<file path="config.mk">
export PLATFORM = sky130hd
export DESIGN_NAME = fpalu_div_cell
export DESIGN_NICKNAME = d
export VERILOG_FILES = /design/src/rtl/fpalu_pkg.sv /design/src/rtl/fpalu_div_cell.sv
export SDC_FILE = /design/constraint.sdc
export NUM_CORES = 1
export LEC_CHECK = 0
export BUFFER_PORTS_ARGS = -buffer_cell sky130_fd_sc_hd__buf_2
export CORE_AREA = 2 2 192 194
export DETAILED_ROUTE_END_ITERATION = 8
export DIE_AREA = 0 0 194 196
export PLACE_DENSITY = 0.5
export SYNTH_ARGS = -nofsm -noshare
export SYNTH_HDL_FRONTEND = slang
export SYNTH_SLANG_ARGS = --single-unit
export TNS_END_PERCENT = 30
</file>
<file path="constraint.sdc">
create_clock -name clk -period 1.7 [get_ports clk]
set_input_delay 0.085 -clock clk [delete_from_list [all_inputs] [get_ports clk]]
set_output_delay 0.085 -clock clk [all_outputs]
set_load 0.01 [all_outputs]
</file>
<file path="src/rtl/fpalu_pkg.sv">
`default_nettype none
// ----------------------------------------------------------------------------
// fpalu_pkg
// Shared types and helpers for the fixed-point ALU.
// ----------------------------------------------------------------------------
package fpalu_pkg;

    typedef enum logic [3:0] {
        FN_ADD     = 4'd0,
        FN_SUB     = 4'd1,
        FN_MUL     = 4'd2,
        FN_DIV     = 4'd3,
        FN_GT      = 4'd4,
        FN_LT      = 4'd5,
        FN_GE      = 4'd6,
        FN_LE      = 4'd7,
        FN_EQ      = 4'd8,
        FN_NE      = 4'd9,
        FN_MIN     = 4'd10,
        FN_MAX     = 4'd11,
        FN_INC     = 4'd12,
        FN_DEC     = 4'd13,
        FN_TOINT   = 4'd14,
        FN_FROMINT = 4'd15
    } func_t;

    // per-item sideband that rides along the divider cells
    typedef struct packed {
        func_t       func;
        logic        neg;
        logic        dz;
        logic [63:0] prod;
        logic [31:0] res;
        logic        cmp;
        logic        sat;
    } side_t;

    localparam int SIDE_W = $bits(side_t);

    // clamp a magnitude with sign to 32-bit signed, returns {sat, value}
    function automatic logic [32:0] clamp_mag(input logic [64:0] m, input logic neg);
        logic [64:0] lim;
        logic [64:0] mm;
        logic        s;
        lim = neg ? 65'h0_8000_0000 : 65'h0_7FFF_FFFF;
        s   = m > lim;
        mm  = s ? lim : m;
        return {s, (neg ? (32'd0 - mm[31:0]) : mm[31:0])};
    endfunction

endpackage
`default_nettype wire

</file>
<file path="src/rtl/fpalu_div_cell.sv">
`default_nettype none
// ----------------------------------------------------------------------------
// fpalu_div_cell
// One restoring-division cell: retires one quotient bit per item and hands
// the partial remainder, dividend and sideband to the next cell.
// ----------------------------------------------------------------------------
module fpalu_div_cell
    import fpalu_pkg::*;
#(
    parameter int DW = 40
) (
    input  wire logic          clk,
    input  wire logic          rst_n,
    input  wire logic          en,
    input  wire logic          valid_in,
    input  wire logic [DW-1:0] dvd_in,
    input  wire logic [31:0]   rem_in,
    input  wire logic [DW-1:0] quo_in,
    input  wire logic [31:0]   div_in,
    input  wire side_t         side_in,
    output logic               valid_out,
    output logic [DW-1:0]      dvd_out,
    output logic [31:0]        rem_out,
    output logic [DW-1:0]      quo_out,
    output logic [31:0]        div_out,
    output side_t              side_out
);

    logic        valid_reg;
    logic [32:0] trial;
    logic        ge;
    logic [32:0] diff;
    logic [31:0] rem_next;

    assign trial    = {rem_in, dvd_in[DW-1]};
    assign ge       = trial >= {1'b0, div_in};
    assign diff     = trial - {1'b0, div_in};
    assign rem_next = ge ? diff[31:0] : trial[31:0];

    always_ff @(posedge clk or negedge rst_n)
    begin
        if (!rst_n)
        begin
            valid_reg <= 1'b0;
        end
        else if (en)
        begin
            valid_reg <= valid_in;
        end
    end

    always_ff @(posedge clk)
    begin
        if (en)
        begin
            dvd_out  <= {dvd_in[DW-2:0], 1'b0};
            rem_out  <= rem_next;
            quo_out  <= {quo_in[DW-2:0], ge};
            div_out  <= div_in;
            side_out <= side_in;
        end
    end

    assign valid_out = valid_reg;

endmodule
`default_nettype wire

</file>
# == After elaboration in Yosys (flattened, before gate mapping) ==
# Index checks and enable logic that the tools add are counted.
# totals
elab_cells,15
ff_bits,248
out_inout_bits,249
# op_classes
mux,1
magnitude_cmp,1
addsub,1
# op_table
op,count
33-bit by 32-bit greater-or-equal comparator with 1-bit output,1
32-bit 2-to-1 mux,1
32-bit subtractor,1

# == Logic depth before layout (Yosys ltp) ==
# logic_depth
ltp_word,2
depth_mapped,13
depth_no_buf,12

# == Worst setup path before layout ==
# OpenSTA, ideal clock, no wires.
# synth_timing
path_kind,input port to flip-flop
start,input port div_in[7]
end,register rem_out[13] (data pin)
path_slack_ps,-1156
t_arrival_ps,2594
required_ps,1438
stages,12
path_buffers,2
cell_sequence,inv_1 ha_1 buf_2 nand4_1 or4_1 a21oi_1 nor3_1 a211oi_2 o21ai_2 o31ai_4 buf_4 mux2_1
# synth_between
elab_chain_len,2
word_cells_on_any_way,3
classes_between,1 x add/sub; 1 x order compare; 1 x mux
# synth_rtl
item,line,source
from (decl),fpalu_div_cell.sv:19,"input wire logic [31:0] div_in,"
32-bit subtractor or 33-bit by 32-bit greater-or-equal comparator with 1-bit output (tied branches),"fpalu_div_cell.sv:37, fpalu_div_cell.sv:36",
32-bit 2-to-1 mux (*),fpalu_div_cell.sv:38,assign rem_next = ge ? diff[31:0] : trial[31:0];
net rem_next[13],fpalu_div_cell.sv:33,logic [31:0] rem_next;
to (signal assigned),fpalu_div_cell.sv:57,rem_out <= rem_next;
to (decl),fpalu_div_cell.sv:23,"output logic [31:0] rem_out,"
# The timed path passes the listed nets; every way through them passes the cells marked *.
# A chain may end at the register's enable or synchronous reset.

# == Worst setup path in the final report ==
# layout_timing
start,input port div_in[7]
end,register rem_out[4] (data pin)
# layout_between
elab_chain_len,2
# layout_rtl
item,line,source
33-bit by 32-bit greater-or-equal comparator with 1-bit output,fpalu_div_cell.sv:36,"assign ge = trial >= {1'b0, div_in};"
32-bit 2-to-1 mux,fpalu_div_cell.sv:38,
net rem_next[4],fpalu_div_cell.sv:33,
# The timed path passes the listed nets, and every way through them passes these cells.

==> qor.yml <==
status:
  status: "complete, but fails checks"
  violations: "negative setup slack"
setup_path:
  crit_fanout: 5
  cp-start-kind: "input port"
  crit_arrival_ps: 2520
  crit_path_frequent_cell: "buf_12"
  critPathRequiredTime_ps: 1980
  r2r_end: "valid_out"
  path_cells: "buf_12, inv_12, ha_4, nand4_1, or4_4, a21oi_2, nor3_2, a211oi_2, o21ai_2, o31ai_4, buf_6, buf_12, mux2_4"
  timing.rr.start: "valid_out"
  slowest_delay_ps: 550
  worstRegToRegCells: 1
  regToRegSetupSlack_ps: 960
  critPathKind: "in2reg"
  crit_slowest_cell: "or4_4"
  end_kind: "flop"
synthesis:
  synth_edf_count: 247
  yosys_most_used_dff: "edfxtp_1"
  synth_top_area_cell: "edfxtp_1"
  syn_inst: 596
  syn_area_per_cell_um2: 16.2
  ys_seq_area_frac: 0.769
  async_reset_ff_frac: 0.00403
  ys_ff_latch: 248
  yosysTopAreaCellShare: 0.767
  syn_nets: 881
  yosys_warnings: 0
  synth_most_common_cell: "edfxtp_1"
  synth_cell_types: 50
  synth_area_um2: 9670
  synth.area.top_cells: "edfxtp_1, ha_1, a21oi_1"
  synth_top_cells_by_count: "edfxtp_1, a21oi_1, inv_1"
detailed_routing:
  wl_per_cell_um: 17.9
  via_count: 8452
  ant_nets: 0
  wirelength_mm: 35.2
  drtIter0Drc: 306
  drt_pass1_iterations: 5
  viasPerCell: 4.30
  drc: 0
cells_and_area:
  fin_nets: 1755
  multi_input_area_um2: 2250
  seqCellArea_um2: 7440
  syn2layout_area_growth_pct: 79.9
  fillers: 3274
  layout-drive-gt1-share: 0.473
  fin_cells: 1965
die:
  dieWidth_um: 194
  io_pins: 501
  die_area_um2: 38000
  rows: 70
  core_area_um2: 36100
  die_h_um: 196
  start_util: 0.268
placement:
  dpl.hpwl_mm: 25.8
  place.gp.congestion: 0.840
  dp_cells: 1655
  pre_cts_slack_ps: -1430
  portBuffers: 498
global_routing:
  grt_pass1_vias: 8797
  grt_max_degree: 51
  antenna_found_initial: 11
  grt_pass1_wl_mm: 51.3
  grt_usage: 0.176
  overflow: 0
power:
  p_leak_nw: 7.59
  powerDensity_nw_per_um2: 959
  peakVddDrop_v: 0.000914
  fin_total_pwr_mw: 16.7
sta:
  final.setup.tns_ps: -14420
  whs_ps: 6.24
  setup_viol: 33
  period_needed_ps: 2240
  rsz0062_at_grt: "yes"
  finalCritPeriodShare: 1.32
  final-hold-violation-count: 0
  max_freq_mhz: 446
  skew_ps: 0
  drv_slew: 0
  worst_slack_ps: -540
clock_tree:
  h-tree-depth: 1
  cts_max_path_buffers: 3
  clk_latency_ps: 530
  cts_tree: "built"
  cts_root_buffer: "clkbuf_16"
  cts.sinks: 248
  cts_buffers: 27
  clk_pin_slew_ps: 60
hold_path:
  hold_path_end: "rem_out[27]"
  worstHoldStart: "rem_in[26]"
  hp-class: "in2reg"
  hold_depth: 4
job:
  maxCapViolCount: 0
-- registers in the layout (all words and copies together) (netlist names) --
| name | cells |
|---|---|
| rem_out | 32 |
| div_out | 32 |
| dvd_out | 39 |
| side_out | 104 |
| quo_out | 40 |
| valid_out | 1 |
-- worst max-delay path by stage --
stage,from,end,slack (ps),cells past startpoint
2_1_floorplan,div_in[7],rem_out[13],-1040,12
3_3_place_gp,dvd_in[39],rem_out[30],-1340,13
3_5_place_dp,dvd_in[39],rem_out[30],-1430,13
4_1_cts,div_in[7],rem_out[4],-590,13
5_1_grt,div_in[5],rem_out[13],-600,13
6_report,div_in[7],rem_out[4],-540,13
-- cell families (layout without fill, tap and decap cells) --
family	count (synthesis)	in the layout	synth area share
other cells	1	8	0.000388
simple gates	99	99	0.0481
buf+inv	57	951	0.0248
compound gates	119	119	0.0757
xor+xnor	27	27	0.0244
fa+ha+maj	33	33	0.0435
mux	12	12	0.0138
flops	248	248	0.769
-- layout make-up --
type                       instances  share of cell area
clock inverter                    14             0.00892
inverter                          38             0.00920
sequential                       248               0.428
tap                              468              0.0336
clock buffer                      35              0.0423
antenna                            7             0.00101
multi-input combinational        291               0.129
timing repair buffer             864               0.348
-- placed cells by master, fill, tap and decap left out, drive strengths merged, types with 3 or more instances in the layout --
cell         Yosys  layout
a211oi           4       4
a21o            12      12
a21oi           56      56
a31oi            5       5
buf             12     614
bufinv           0       3
clkbuf           7      36
clkinv           0       7
clkinvlp         0       4
diode            0       7
dlygate4sd3      0     249
edfxtp         247     247
ha              32      32
inv             38      38
mux2            11      11
nand2           26      26
nand2b           3       3
nand3            8       8
nand4            8       8
nor2            35      35
nor2b            3       3
nor4             4       4
o211ai           4       4
o21a             6       6
o21ai           18      18
o21bai           3       3
xnor2           15      15
xor2            12      12
-- critical path: cells and delay by family --
| family | cells | cell delay, ps |
|---|---|---|
| muxes | 1 | 300 |
| AOI/OAI and AO/OA | 4 | 720 |
| adders and majority gates | 1 | 250 |
| and+or+nand+nor | 3 | 770 |
| buffers and inverters | 4 | 390 |
-- metrics by stage --
| step | util | instance area [um2] |
|---|---|---|
| after global routing | 0.482 | 17400 |
| after floorplan | - | 9860 |
| final | 0.482 | 17400 |
| after detailed placement | 0.380 | 13700 |
| after CTS | 0.482 | 17400 |
| after global placement | 0.380 | 13700 |
-- repair_timing --
action | CTS | global route
endpoints found under the hold margin | 256 | 0
pin swaps | 20 | 5
hold buffers | 249 | 0
buffers inserted | 3 | 1
endpoints found under the setup margin | 33 | 33
resized for setup | 55 | 14
gates cloned | 2 | 1
-- per-layer routing --
layer  vias to the layer above  global-route usage  wire length, um  share of wire
met3                        72              0.0462             2440          0.069
met1                      4049               0.205            13700           0.39
met4                         4              0.0744             1230          0.035
met2                       310               0.308            17800           0.51
met5                         -                   0               26        0.00074
li1                       4017                   -                -              -
-- power breakdown --
part	internal, mW	leakage [nW]	total, mW	switching [mW]
sequential	7.37	2.43	7.51	0.139
clock	3.50	0.424	5.93	2.43
combinational	1.68	4.73	3.26	1.58
No activity file was read; power rests on OpenSTA's default activity.
